[config.mk]
export PLATFORM = sky130hd
export DESIGN_NAME = stlb_front
export DESIGN_NICKNAME = d
export VERILOG_FILES = /design/src/rtl/core/stlb_pkg.sv /design/src/rtl/core/stlb_front.sv
export VERILOG_INCLUDE_DIRS = /design/src /design/src/rtl/core
export SDC_FILE = /design/constraint.sdc
export NUM_CORES = 1
export LEC_CHECK = 0
export ABC_CLOCK_PERIOD_IN_PS = 6300
export BUFFER_PORTS_ARGS = -buffer_cell sky130_fd_sc_hd__buf_2
export CAP_MARGIN = 15
export CORE_MARGIN = 3
export CORE_UTILIZATION = 38
export DETAILED_ROUTE_END_ITERATION = 16
export SYNTH_ARGS = -nofsm -noshare
export SYNTH_HDL_FRONTEND = slang
export SYNTH_SLANG_ARGS = --single-unit
[constraint.sdc]
create_clock -name clk -period 6.3 [get_ports clk]
set_clock_uncertainty 0.2 [all_clocks]
set_input_delay 0.945 -clock clk [delete_from_list [all_inputs] [get_ports clk]]
set_output_delay 0.945 -clock clk [all_outputs]
set_load 0.01 [all_outputs]
[src/rtl/core/assert_macros.svh]
// ----------------------------------------------------------------------------
// Assertion macros
// Shared concurrent assertion shorthands for the core RTL.
// ----------------------------------------------------------------------------
`ifndef ASSERT_MACROS_SVH
`define ASSERT_MACROS_SVH

// Condition holds at every clock edge out of reset
`define ASSERT_ALWAYS(lbl, clk, rst_n, expr, msg) \
	lbl: assert property (@(posedge clk) disable iff (!rst_n) (expr)) else $error(msg);

// Antecedent implies consequent in the same cycle
`define ASSERT_IMPLIES(lbl, clk, rst_n, ante, cons, msg) \
	lbl: assert property (@(posedge clk) disable iff (!rst_n) (ante) |-> (cons)) else $error(msg);

// Antecedent implies consequent in the next cycle
`define ASSERT_NEXT(lbl, clk, rst_n, ante, cons, msg) \
	lbl: assert property (@(posedge clk) disable iff (!rst_n) (ante) |=> (cons)) else $error(msg);

`endif

[src/rtl/core/stlb_pkg.sv]
// ----------------------------------------------------------------------------
// stlb_pkg
// Types, constants and helpers shared by the scrolling text line buffer.
// ----------------------------------------------------------------------------
package stlb_pkg;

	// Screen geometry
	localparam int LINES        = 50;
	localparam int COLUMNS      = 26;
	localparam int VISIBLE_ROWS = 15;
	localparam int CELLS        = LINES * COLUMNS;

	// Field and index widths
	localparam int BYTE_W = 8;
	localparam int ROW_W  = 4;
	localparam int COL_W  = 5;
	localparam int LINE_W = $clog2(LINES);
	localparam int ADDR_W = $clog2(CELLS);

	// Character codes
	localparam logic [BYTE_W-1:0] CH_NEWLINE   = 8'h0A;
	localparam logic [BYTE_W-1:0] CH_BACKSPACE = 8'h08;
	localparam logic [BYTE_W-1:0] CH_K         = 8'h4B;
	localparam logic [BYTE_W-1:0] CH_SPACE     = 8'h20;

	// Small two-entry queues
	localparam int Q_DEPTH = 2;
	localparam int Q_PTR_W = 1;
	localparam int Q_CNT_W = 2;
	localparam logic [Q_CNT_W-1:0] Q_FULL = Q_CNT_W'(Q_DEPTH);

	// Command classes produced by the front end
	typedef enum logic [2:0] {
		CMD_PRINT,
		CMD_NEWLINE,
		CMD_BKSP,
		CMD_KEY_K,
		CMD_READ,
		CMD_READ_BLANK
	} cmd_kind_t;

	typedef struct packed {
		cmd_kind_t         kind;
		logic [BYTE_W-1:0] data;
		logic [ROW_W-1:0]  row;
		logic [COL_W-1:0]  col;
	} cmd_t;

	typedef struct packed {
		logic [BYTE_W-1:0] chr;
		logic [COL_W-1:0]  column;
		logic              skip;
	} result_t;

	// Back end sequencer states
	typedef enum logic [2:0] {
		BK_INIT,
		BK_IDLE,
		BK_CLEAR,
		BK_PUT,
		BK_READ
	} back_state_t;

	// Flat store address of a cell
	function automatic logic [ADDR_W-1:0] cell_addr(input logic [LINE_W-1:0] line,
			input logic [COL_W-1:0] col);
		cell_addr = ADDR_W'(line) * ADDR_W'(COLUMNS) + ADDR_W'(col);
	endfunction

endpackage

[src/rtl/core/stlb_front.sv]
// ----------------------------------------------------------------------------
// stlb_front
// Accepts input transactions, classifies them and queues them for the back.
// ----------------------------------------------------------------------------
`include "assert_macros.svh"

module stlb_front (
	input  logic                        clk,
	input  logic                        arst_n,
	input  logic                        push,
	output logic                        full,
	input  logic                        opcode,
	input  logic [stlb_pkg::BYTE_W-1:0] rx_byte,
	input  logic [stlb_pkg::ROW_W-1:0]  view_row,
	input  logic [stlb_pkg::COL_W-1:0]  view_column,
	input  logic                        init_busy,
	output logic                        cmd_valid,
	output stlb_pkg::cmd_t              cmd,
	input  logic                        cmd_pop
);

	stlb_pkg::cmd_t                  cls;
	stlb_pkg::cmd_t                  cq_q [stlb_pkg::Q_DEPTH];
	logic [stlb_pkg::Q_PTR_W-1:0]    wp_q;
	logic [stlb_pkg::Q_PTR_W-1:0]    rp_q;
	logic [stlb_pkg::Q_CNT_W-1:0]    cnt_q;
	logic                            accept;

	function automatic logic [stlb_pkg::Q_CNT_W-1:0] Q_CNT_INC(input logic b);
		Q_CNT_INC = {{(stlb_pkg::Q_CNT_W-1){1'b0}}, b};
	endfunction

	// Classify the incoming transaction
	always_comb begin
		cls.data = rx_byte;
		cls.row  = view_row;
		cls.col  = view_column;
		if (opcode) begin
			if (view_row >= stlb_pkg::ROW_W'(stlb_pkg::VISIBLE_ROWS) ||
					view_column >= stlb_pkg::COL_W'(stlb_pkg::COLUMNS)) begin
				cls.kind = stlb_pkg::CMD_READ_BLANK;
			end else begin
				cls.kind = stlb_pkg::CMD_READ;
			end
		end else if (rx_byte == stlb_pkg::CH_NEWLINE) begin
			cls.kind = stlb_pkg::CMD_NEWLINE;
		end else if (rx_byte == stlb_pkg::CH_BACKSPACE) begin
			cls.kind = stlb_pkg::CMD_BKSP;
		end else if (rx_byte == stlb_pkg::CH_K) begin
			cls.kind = stlb_pkg::CMD_KEY_K;
		end else begin
			cls.kind = stlb_pkg::CMD_PRINT;
		end
	end

	// Hold off input while the queue is full or the store is swept after reset
	assign full   = (cnt_q == stlb_pkg::Q_FULL) || init_busy;
	assign accept = push && !full;

	// Queue pointers and fill count
	always_ff @(posedge clk or negedge arst_n) begin
		if (!arst_n) begin
			wp_q  <= '0;
			rp_q  <= '0;
			cnt_q <= '0;
		end else begin
			if (accept) wp_q <= wp_q + 1'b1;
			if (cmd_pop) rp_q <= rp_q + 1'b1;
			cnt_q <= cnt_q + Q_CNT_INC(accept) - Q_CNT_INC(cmd_pop);
		end
	end

	// Queue storage
	always_ff @(posedge clk) begin
		if (accept) cq_q[wp_q] <= cls;
	end

	assign cmd_valid = (cnt_q != '0);
	assign cmd       = cq_q[rp_q];

	`ASSERT_IMPLIES(a_pop_has_data, clk, arst_n, cmd_pop, cnt_q != '0, "command pop from empty queue")
	`ASSERT_IMPLIES(a_no_take_in_init, clk, arst_n, init_busy, !accept, "transaction taken during store sweep")

endmodule

# == Word-level counts from Yosys, hierarchy flattened ==
# Memories as Yosys holds them, arrays and structs flattened.
# Cells that the tools add are included.
# Widths: inputs -> output; s select.
# totals
word_cells,26
input_bits,23
rom_bits,0
latch_bits,0
mem_bits_rw,40
ff_bits,4
n_memories,1
# op_classes
n_div,0
reduce_logical,5
muxes,7
n_mul,0
n_shift,0
eq_ne,4
bitwise,0
n_addsub,4
n_lt_le_gt_ge,2
# mem_list
name,depth,word_bits,rd,rd_clocked_by_memory_dff,wr,line,rtl
cq_q,2,20,1,0,1,stlb_front.sv:23,stlb_pkg::cmd_t cq_q [stlb_pkg::Q_DEPTH];
# op_table
op,n
$eq 8x4->1 const B,2
$eq 8x7->1 const B,1
$mux 2,3
$ge 5x5->1 const B,1
$ge 4x4->1 const B,1
$mux 1,3
$mux 3,1
$add 1x1->1 const B,2
$add 2x1->2,1
$eq 2x2->1 const B,1
$logic_or 1x1->1,2
$reduce_bool 2->1,1
$sub 2x1->2,1
$logic_and 1x1->1,1
$logic_not 1->1,1

# == Depth between registers and ports, before layout ==
# Gate-level depths: netlist of the first run.
# logic_depth
depth_word,6
mapped_depth,7
depth_no_buf,7

# == Least setup slack after synthesis of the first run ==
# No wires, ideal clock.
# synth_path
path_type,input-to-reg
from,input init_busy
to,"memory cq_q[1][0] (netlist name), enable pin"
arrival_ns,2.007
required_ns,5.703
cell_stages,3
path_buffers,0
setup_slack_ns,3.696
cell_sequence,inv_1 > o211ai_4 > nor2_1
# synth_between
elab_chain_len,5
# synth_rtl
item,line,rtl
start: declaration,stlb_front.sv:16,"input logic init_busy,"
$logic_or 1x1->1,stlb_front.sv:57,assign full = (cnt_q == stlb_pkg::Q_FULL) || init_busy;
$logic_not 1->1,stlb_front.sv:58,assign accept = push && !full;
$logic_and 1x1->1,stlb_front.sv:58,
$mux 1,stlb_front.sv:75,if (accept) cq_q[wp_q] <= cls;
$mux 1 (implied by the code),stlb_front.sv:75,
end: declaration,stlb_front.sv:23,
# No other way between the ends.

==> key figures, run 1 <==
Clock tree
  • Cts repair resizes: 0
  • CTS Buf Count: 5
  • CTS Buffer Depth: 2
  • Clock slew at reported path FFs: 70 ps
  • Setup bufs post-CTS: 0
  • CTS tree: yes
  • Clock Latency Late Sink: 280 ps
  • Clock Root Buffer: clkbuf_8
  • Hold buffers post-CTS: 0
  • Total clock sinks: 44
  • CTS H-Tree Depth: 2

Run status
  • Outcome: finished, final reports clean

Worst setup path
  • Worst r2r src: cnt_q[1]
  • Reg2Reg Setup Slack: 4300 ps
  • Crit-path slowest cell: dfrtp_1
  • Critical-path maximum fanout: 21
  • Crit-path cells: mux2_2 > buf_2
  • Slowest cell delay on critical path: 930 ps
  • Crit path capture type: output port
  • Reg2Reg Depth: 3
  • Setup CP Type: flop to output port
  • CP arrival: 1790 ps
  • Capturing point of the worst reg2reg path: cq_q[0][0]
  • Startpoint types: flop
  • Cell family with most CP delay: flip-flops
  • CP Data Required Time: 5150 ps
  • Crit path buffers/inverters: 1

Synthesis
  • Yosys top cell area share: 69.1%
  • Top cells by area, synth: edfxtp_1, mux2_2, dfrtp_1
  • Mean Syn Cell Area: 18.9 um^2
  • Mapped cell area: 1740 um^2
  • Post-Synth Simple-Gate Area: 3.46%
  • Sequential-to-total area share from yosys stat: 74.9%
  • Number of synthesized register bits: 44
  • Synth Instances: 92
  • Xor and xnor fraction of the mapped netlist area: 2.52%
  • Largest family of logic cells by synthesized area: multiplexers
  • Adder-cell area share of the yosys netlist: 1.44%
  • Multiplexer share of the synthesized area: 13.0%
  • Post-synthesis compound-gate area fraction: 3.02%
  • Synth area leader: edfxtp_1
  • Netlist cell types: 22
  • Yosys Warn Count: 0
  • Syn Nets: 117

Drt
  • Wirelength per Cell: 15.9 um
  • Remaining antenna violation count: 0
  • DRT Pass-1 Iters: 4
  • Post-DR vias/cell: 4.91
  • Via Count: 938
  • Residual DRC: 0
  • Initial drt markers: 40
  • WL final: 3.04 mm

Cells and area
  • Area grow syn2layout: 20.1%
  • Fillers: 376
  • Final net count: 166
  • Post-Layout Inst Area: 2090 um^2
  • Antenna cells: 0
  • Most frequent cells in the layout: buf_2, edfxtp_1, mux2_2, clkbuf_8
  • Most common cell after layout, fill and taps aside: buf_2
  • Share of layout cells above drive strength 1: 53.9%

STA
  • Slew headroom: 29.5%
  • Final setup margin: 3360 ps
  • RSZ-0062 raised after global routing: false
  • Fin crit period: 2940 ps
  • Final setup violation count: 0
  • Fmax: 0.340 GHz
  • Slew Limit Fails: 0
  • Setup_tns: 0 ps
  • Period utilisation layout: 46.6%
  • Final Hold Fails: 0
  • Worst Tran Pin Value: 1060 ps

Hold path
  • Worst Hold Class: input pin to asynchronous set/reset pin

Place
  • Final GP Congestion: 0.760
  • Setup WS pre-CTS: 3550 ps
  • HPWL Detailed: 2.12 mm
  • DP Area: 2010 um^2
  • I/O Buffers: 44

Power
  • Clock power frac: 20.3%
  • Tot Pwr: 780 uW
  • Switching pwr: 227 uW
  • Combinational power share: 26.8%
  • Sequential power share: 52.9%
  • Maximum vdd drop: 0.178 mV
  • Leakage power total: 0.782 nW
  • Pwr Density: 374 nW/um^2
  • Power Internal: 554 uW
  • Switching share of power: 29.0%

GRT
  • First-pass GRT wire length: 4.95 mm
  • Grt ovf: 0
  • Vias in the first global route: 1029
  • Initial antenna violation count: 0
  • Total Routing Usage GR: 12.7%
  • Largest net degree at the start of global routing: 22

Die
  • Die Y: 73.6 um
  • Die Wd: 73.6 um
  • Starting Density: 41.4%
  • Row count: 23
  • Die area: 5420 um^2
  • # IOs: 45
  • Core Box Area: 4200 um^2

Flow run
  • Max cap viols: 0
-- routing by layer --
layer | global-route usage, % | share of wire, % | up-vias
li1 | - | - | 446
met1 | 15.8 | 42 | 452
met2 | 19.5 | 49 | 38
met3 | 5.88 | 9.0 | 2
met4 | 4.23 | 0.59 | 0
met5 | 0 | 0 | -
-- sequential cells by signal, summed over array words and instances, names as in the netlist --
register	count
rp_q	1
cnt_q	2
cq_q	40
wp_q	1
-- synth_stat cells (all sizes together) --
cell and n:
edfxtp 40, mux2 20, dfrtp 4, inv 4, xnor2 4, buf 2, ha 2, nand3 2
nor2 2, o211ai 2, a21oi 1, and3 1, nand2 1, nand3b 1, nor4 1, o2111ai 1
o21ai 1, or2 1, or3 1, xor2 1
-- power by group through the flow --
| stage | registers [mW] | clock network [mW] | logic (mW) |
|---|---|---|---|
| 5_1_grt | 0.422 | 0.179 | 0.232 |
| 3_5_place_dp | 0.421 | 0 | 0.213 |
| 2_1_floorplan | 0.391 | 0 | 0.163 |
| 3_3_place_gp | 0.419 | 0 | 0.210 |
| 4_1_cts | 0.415 | 0.166 | 0.215 |
| 6_report | 0.413 | 0.158 | 0.210 |
-- area by class of cell --
type | count | area (um^2) | share of cell area, %
Clock inverter | 2 | 7.51 | 0.360
Tap cell | 50 | 62.6 | 3.00
Sequential cell | 44 | 1300 | 62.4
Inverter | 4 | 15.0 | 0.719
Clock buffer | 5 | 68.8 | 3.30
Multi-Input combinational cell | 42 | 412 | 19.7
Timing Repair Buffer | 44 | 220 | 10.6
-- worst max path at each step --
stage | slack (ps) | to | from | depth (start not counted)
5_1_grt | 3220 | cmd[19] | rp_q | 2
6_report | 3360 | cmd[19] | rp_q | 2
3_5_place_dp | 3550 | cq_q[0][2] | init_busy | 4
2_1_floorplan | 3700 | cq_q[1][0] | init_busy | 3
3_3_place_gp | 3630 | cq_q[0][2] | init_busy | 4
4_1_cts | 3300 | cmd[19] | rp_q | 2
-- per-stage QoR --
| stage | instances | utilization [%] | hold slack (ps) |
|---|---|---|---|
| floorplan | 92 | - | 268 |
| global placement | 184 | 47.9 | 296 |
| detailed placement | 184 | 47.9 | 307 |
| CTS | 191 | 49.7 | 239 |
| global route | 191 | 49.7 | 226 |
| finish | 191 | 49.7 | 249 |
-- worst reg2reg max path, stage by stage (launching register included) --
cell	delay (ps)
dfrtp_1	410
inv_2	90
o211ai_4	110
nor2_2	810
-- logic make-up after synthesis --
logic type	Yosys count
buf+inv	6
xor+xnor	5
fa+ha+maj	2
mux	20
compound gates	5
simple gates	10
flops	44
(Power assumes the default switching activity.)
==> run 2: changes to the inputs <==
- ABC_AREA: default -> 1
- ABC_CLOCK_PERIOD_IN_PS: 6300 -> 2400
- clock period: 6.3 -> 2.4 ns (I/O delays scaled with it)
==> run 2 against run 1 <==
  * Wire length shrank 2.7%
  * Critical path depth grew 1
  * Synthesized cell count grew 22%
  * Global-route usage shrank 1.8 points
  * Critical path type unchanged
  * Highest routed layer unchanged
  * Largest power group unchanged
  * Worst hold slack lost 180 ps
  * Sequential power grew 140%
  * Sequential share of layout area shrank 4.0 points
  * Core utilization shrank 0.14 points
==> key figures, run 2 <==
Place
  • Post-Place Cells: 209
  • Setup WS pre-CTS: 597 ps
  • Final GP Congestion: 0.737
  • HPWL Detailed: 2.15 mm
  • I/O Buffers: 44

Worst setup path
  • Cell family with most CP delay: buffers and inverters
  • Crit-path cells: buf_4 > mux2_2 > buf_2
  • Slowest cell delay on critical path: 380 ps
  • CP arrival: 1510 ps
  • Startpoint types: flop
  • Crit path capture type: output port
  • Crit path buffers/inverters: 2
  • Crit-path slowest cell: mux2_2
  • CP Data Required Time: 1840 ps
  • Setup CP Type: flop to output port
  • Critical-path maximum fanout: 20

STA
  • Worst Tran Pin Value: 364 ps
  • Setup_tns: 0 ps
  • Final setup violation count: 0
  • Slew headroom: 75.8%
  • Slew Limit Fails: 0
  • Fin crit period: 2070 ps
  • Final setup margin: 327 ps
  • Period utilisation layout: 86.4%
  • Final Hold Fails: 0
  • Fmax: 0.482 GHz
  • RSZ-0062 raised after global routing: false

Drt
  • Via Count: 997
  • Remaining antenna violation count: 0
  • Residual DRC: 0
  • WL final: 2.95 mm
  • Post-DR vias/cell: 4.57
  • Wirelength per Cell: 13.5 um
  • Initial drt markers: 46
  • DRT Pass-1 Iters: 4

Synthesis
  • Top FF cell, synth: edfxtp_1
  • EDFF count, synth: 40
  • Ys async rst share: 9.09%
  • Synth area leader: edfxtp_1
  • Netlist cell types: 15
  • Synth top cells by count: edfxtp_1, mux2_4, nand2_1
  • Sequential-to-total area share from yosys stat: 70.7%
  • Syn Nets: 137
  • Count leader, synth: edfxtp_1
  • Yosys top cell area share: 65.3%
  • Top cells by area, synth: edfxtp_1, mux2_4, dfrtp_1
  • Yosys Warn Count: 0
  • Number of synthesized register bits: 44
  • Synth Instances: 112
  • Mean Syn Cell Area: 16.4 um^2
  • Mapped cell area: 1840 um^2

Cells and area
  • Largest register FFs: 40
  • Area grow syn2layout: 21.2%
  • Reg with most FFs: cq_q
  • Final net count: 190
  • Most common cell after layout, fill and taps aside: buf_2
  • Top Registers: cq_q (40), cnt_q (2)
  • Antenna cells: 0
  • Share of layout cells above drive strength 1: 45.8%
  • Final Non-Filler Cells: 218
  • Most frequent cells in the layout: buf_2, edfxtp_1, mux2_4, nand2_1, inv_1

Clock tree
  • Total clock sinks: 44
  • Clock Root Buffer: clkbuf_8
  • CTS Buffer Depth: 2
  • Clock Latency Late Sink: 290 ps
  • CTS H-Tree Depth: 2
  • CTS Buf Count: 5
  • Cts repair resizes: 0
  • Clock slew at reported path FFs: 70 ps
  • CTS tree: yes
  • Setup bufs post-CTS: 0
  • Hold buffers post-CTS: 1

GRT
  • Routing usage on met2: 17.4%
  • Grt ovf: 0
  • Initial antenna violation count: 0
  • Largest net degree at the start of global routing: 21
  • Met1 Use GR: 12.3%
  • M3 GR Usage: 5.28%
  • Most Crowded Layer GR: met2
  • Total Routing Usage GR: 10.8%
  • Vias in the first global route: 979
  • First-pass GRT wire length: 4.33 mm

Die
  • Row count: 24
  • Starting Density: 40.9%
  • Die Y: 75.6 um
  • Core Box Area: 4500 um^2
  • # IOs: 45
  • Die area: 5710 um^2
  • Die Wd: 75.6 um

Flow run
  • Max cap viols: 0

Hold path
  • Worst Hold Class: input pin to flop

Power
  • Pwr Density: 983 nW/um^2
  • Maximum vdd drop: 0.408 mV
  • Leakage power total: 0.952 nW

Run status
  • Outcome: finished, final reports clean
==> run 2: changes by cell type after synthesis, moves of 2 or more <==
cell     change
mux2_2      -19
inv_1        +8
buf_6        +2
mux2_4      +19
buf_4        -2
nor2_1       +6
nand2_1     +14
xnor2_1      -2
==> run 2: cell type report <==
class                           count  area (um^2)
Timing Repair Buffer               48          253
Clock buffer                        8         90.1
Fill cell                         388         2270
Multi-Input combinational cell     55          480
Inverter                           11         41.3
Sequential cell                    44         1300
Tap cell                           52         65.1
==> run 2: worst register-to-register path, cell delays in order (launching register included) <==
cell	delay [ps]
dfrtp_1	410
nand2_1	90
nand3_1	180
nor2_2	270
buf_4	290
==> run 2: stage by stage <==
| step | area (um^2) | power, mW | hold slack (ps) | util (%) |
|---|---|---|---|---|
| 5_1_grt | 2230 | 2.32 | 41.7 | 49.5 |
| 6_report | 2230 | 2.19 | 64.7 | 49.5 |
| 3_3_place_gp | 2130 | 1.75 | -31.9 | 47.3 |
| 4_1_cts | 2230 | 2.24 | 52.2 | 49.5 |
| 3_5_place_dp | 2130 | 1.78 | -27.8 | 47.3 |
| 2_1_floorplan | 1840 | 1.56 | -136 | - |
==> run 2: cells by family (layout without fill, tap and decap cells) <==
logic type,after synthesis,after routing,share of synthesized area [%]
adder cells (fa/ha/maj),2,2,1.36
buffers and inverters,13,67,3.47
AND/OR/NAND/NOR,27,27,5.91
XOR/XNOR,4,4,1.90
flip-flops,44,44,70.7
AO/OA/AOI/OAI,2,2,0.544
multiplexers,20,20,16.1
==> run 2: power breakdown <==
part           leakage (nW)  switching, mW  internal [mW]
clock network        0.0455          0.220          0.234
registers             0.412         0.0426          0.968
logic                 0.494          0.347          0.381
total                 0.952          0.610           1.58
==> run 2: path summary, 6_finish.rpt <==
path	startpoint	endpoint	slack, ps	cells after the start
setup / recovery	rp_q	cmd[11]	330	3
hold / removal	view_column[0]	cq_q[1][0]	60	1
setup reg to reg	cnt_q[1]	cq_q[0][8]	660	4
hold reg to reg	rp_q	rp_q	270	1
max in group asynchronous	arst_n	rp_q	1680	2
min in group asynchronous	arst_n	cnt_q[0]	200	2
==> run 2: layer usage <==
| layer | share of wire (%) | vias up |
|---|---|---|
| met5 | 0 | - |
| met4 | 0.44 | 0 |
| met3 | 6.6 | 2 |
| met2 | 52 | 31 |
| met1 | 41 | 464 |
| li1 | - | 500 |
==> run 3: changes to the inputs <==
- BUFFER_PORTS_ARGS: -buffer_cell sky130_fd_sc_hd__buf_2 -> default
- CTS_BUF_LIST: default -> sky130_fd_sc_hd__clkbuf_16
- DONT_BUFFER_PORTS: default -> 1
- TNS_END_PERCENT: default -> 30
==> run 3 against run 2 <==
  * Cell count fell by 10%
  * Register-to-register slack improved by 40 ps
  * Worst hold slack improved by 18 ps
  * Wire length rose by 3.4%
  * Sequential share of layout area fell by 1.7 points
  * Non-clock buffer count fell by 22
  * Global-route usage rose by 0.49 points
  * Worst setup slack improved by 250 ps
  * Die area did not move
  * Fmax rose by 14%
  * First-iteration DRC count rose by 26%
  * Clock power rose by 61%
  * Largest power group unchanged
==> key figures, run 3 (synthesized netlist as in run 2, its figures left out) <==
Worst setup path
  • Cell family with most CP delay: multiplexers
  • Crit-path cells: buf_4 > mux2_2
  • Startpoint types: flop
  • Critical-path maximum fanout: 12
  • CP arrival: 1260 ps
  • Crit path buffers/inverters: 1
  • Slowest cell delay on critical path: 400 ps
  • CP Data Required Time: 1840 ps
  • Crit-path slowest cell: mux2_2
  • Crit path capture type: output port
  • Setup CP Type: flop to output port

Drt
  • Via Count: 952
  • DRT Pass-1 Iters: 4
  • Remaining antenna violation count: 0
  • Initial drt markers: 58
  • Wirelength per Cell: 15.6 um
  • Post-DR vias/cell: 4.86
  • WL final: 3.05 mm
  • Residual DRC: 0

Place
  • Final GP Congestion: 0.674
  • I/O Buffers: 0
  • HPWL Detailed: 2.08 mm
  • Post-Place Cells: 168

Clock tree
  • CTS H-Tree Depth: 2
  • CTS Buffer Depth: 2
  • Clock Latency Late Sink: 280 ps
  • CTS tree: yes
  • Setup bufs post-CTS: 0
  • Total clock sinks: 44
  • Clock slew at reported path FFs: 60 ps
  • Clock Root Buffer: clkbuf_16
  • CTS Buf Count: 5

Cells and area
  • Final net count: 168
  • Area grow syn2layout: 24.8%
  • Most frequent cells in the layout: edfxtp_1, dlygate4sd3_1, mux2_4, nand2_1, inv_1
  • Share of layout cells above drive strength 1: 25.0%
  • Fillers: 382
  • Reg with most FFs: cq_q
  • Most common cell after layout, fill and taps aside: edfxtp_1
  • Top Registers: cq_q (40), cnt_q (2)
  • Final Non-Filler Cells: 196
  • Largest register FFs: 40
  • Antenna cells: 0

STA
  • Period utilisation layout: 75.9%
  • Fmax: 0.549 GHz
  • Fin crit period: 1820 ps
  • Slew Limit Fails: 0
  • Slew headroom: 83.5%
  • Final Hold Fails: 0
  • Setup_tns: 0 ps
  • Worst Tran Pin Value: 247 ps
  • Final setup violation count: 0
  • RSZ-0062 raised after global routing: false

GRT
  • Largest net degree at the start of global routing: 14
  • Grt ovf: 0
  • Total Routing Usage GR: 11.3%
  • First-pass GRT wire length: 4.64 mm
  • Vias in the first global route: 969
  • Initial antenna violation count: 0

Hold path
  • Worst Hold Class: input pin to flop

Die
  • Die Wd: 75.6 um
  • Starting Density: 40.9%
  • Row count: 24
  • # IOs: 45
  • Die area: 5710 um^2
  • Die Y: 75.6 um
  • Core Box Area: 4500 um^2

Power
  • Maximum vdd drop: 0.465 mV
  • Leakage power total: 0.915 nW
  • Pwr Density: 1040 nW/um^2

Run status
  • Outcome: finished, final reports clean

Flow run
  • Max cap viols: 0
## run 3: report_power, final
part	internal [mW]	switching (mW)	total (mW)	leakage [nW]
Combinational	0.325	0.332	0.657	0.417
Sequential	0.968	0.0392	1.01	0.412
Clock	0.484	0.249	0.733	0.0850
## run 3: path summary, 6_finish.rpt
check | from | endpoint | slack (ps) | depth (start not counted)
min in group asynchronous | arst_n | wp_q | 160 | 1
hold reg to reg | cnt_q[0] | cnt_q[0] | 330 | 1
hold / removal | opcode | cq_q[0][18] | 80 | 1
setup reg to reg | cnt_q[1] | cnt_q[1] | 700 | 6
setup / recovery | rp_q | cmd[11] | 580 | 2
max in group asynchronous | arst_n | rp_q | 1660 | 1
## run 3: worst reg2reg max path, cell delays in order (launching register included)
cell and delay, ps:
dfrtp_1 400, nand2_1 100, nand3_1 190, ha_1 350
inv_1 40, ha_1 180, xnor2_1 130
## run 3: metrics by stage
stage / util (%) / area [um^2] / worst slack, ps / power, mW / hold WS [ps]
2_1_floorplan: - / 1840 / 322 / 1.56 / -136
3_3_place_gp: 42.9 / 1930 / 815 / 1.64 / -135
3_5_place_dp: 42.9 / 1930 / 704 / 1.67 / -135
4_1_cts: 51.0 / 2300 / 548 / 2.44 / 73.1
5_1_grt: 51.0 / 2300 / 505 / 2.52 / 70.4
6_report: 51.0 / 2300 / 579 / 2.40 / 82.3
## run 3: what timing repair did
action                    CTS  global route
resized for setup           0             0
hold endpoints to repair   41             0
hold buffers               20             0
## run 3: final cells by class
cell class                      count  area, um^2  area share [%]
Sequential cell                    44        1300            56.6
Multi-Input combinational cell     55         480            20.9
Timing Repair Buffer               26         245            10.7
Clock buffer                        5         125            5.45
Tap cell                           52        65.1            2.83
Inverter                           11        41.3            1.80
Clock inverter                      3        38.8            1.69
## run 3: per-layer routing
metal | part of all wire [%] | up-vias | GRT usage, % | wire length (um)
li1 | - | 454 | - | -
met2 | 52 | 35 | 18.9 | 1580
met4 | 1.5 | 0 | 5.24 | 46
met1 | 41 | 456 | 13.4 | 1250
met3 | 5.9 | 7 | 3.56 | 180
met5 | 0 | - | 0 | 0
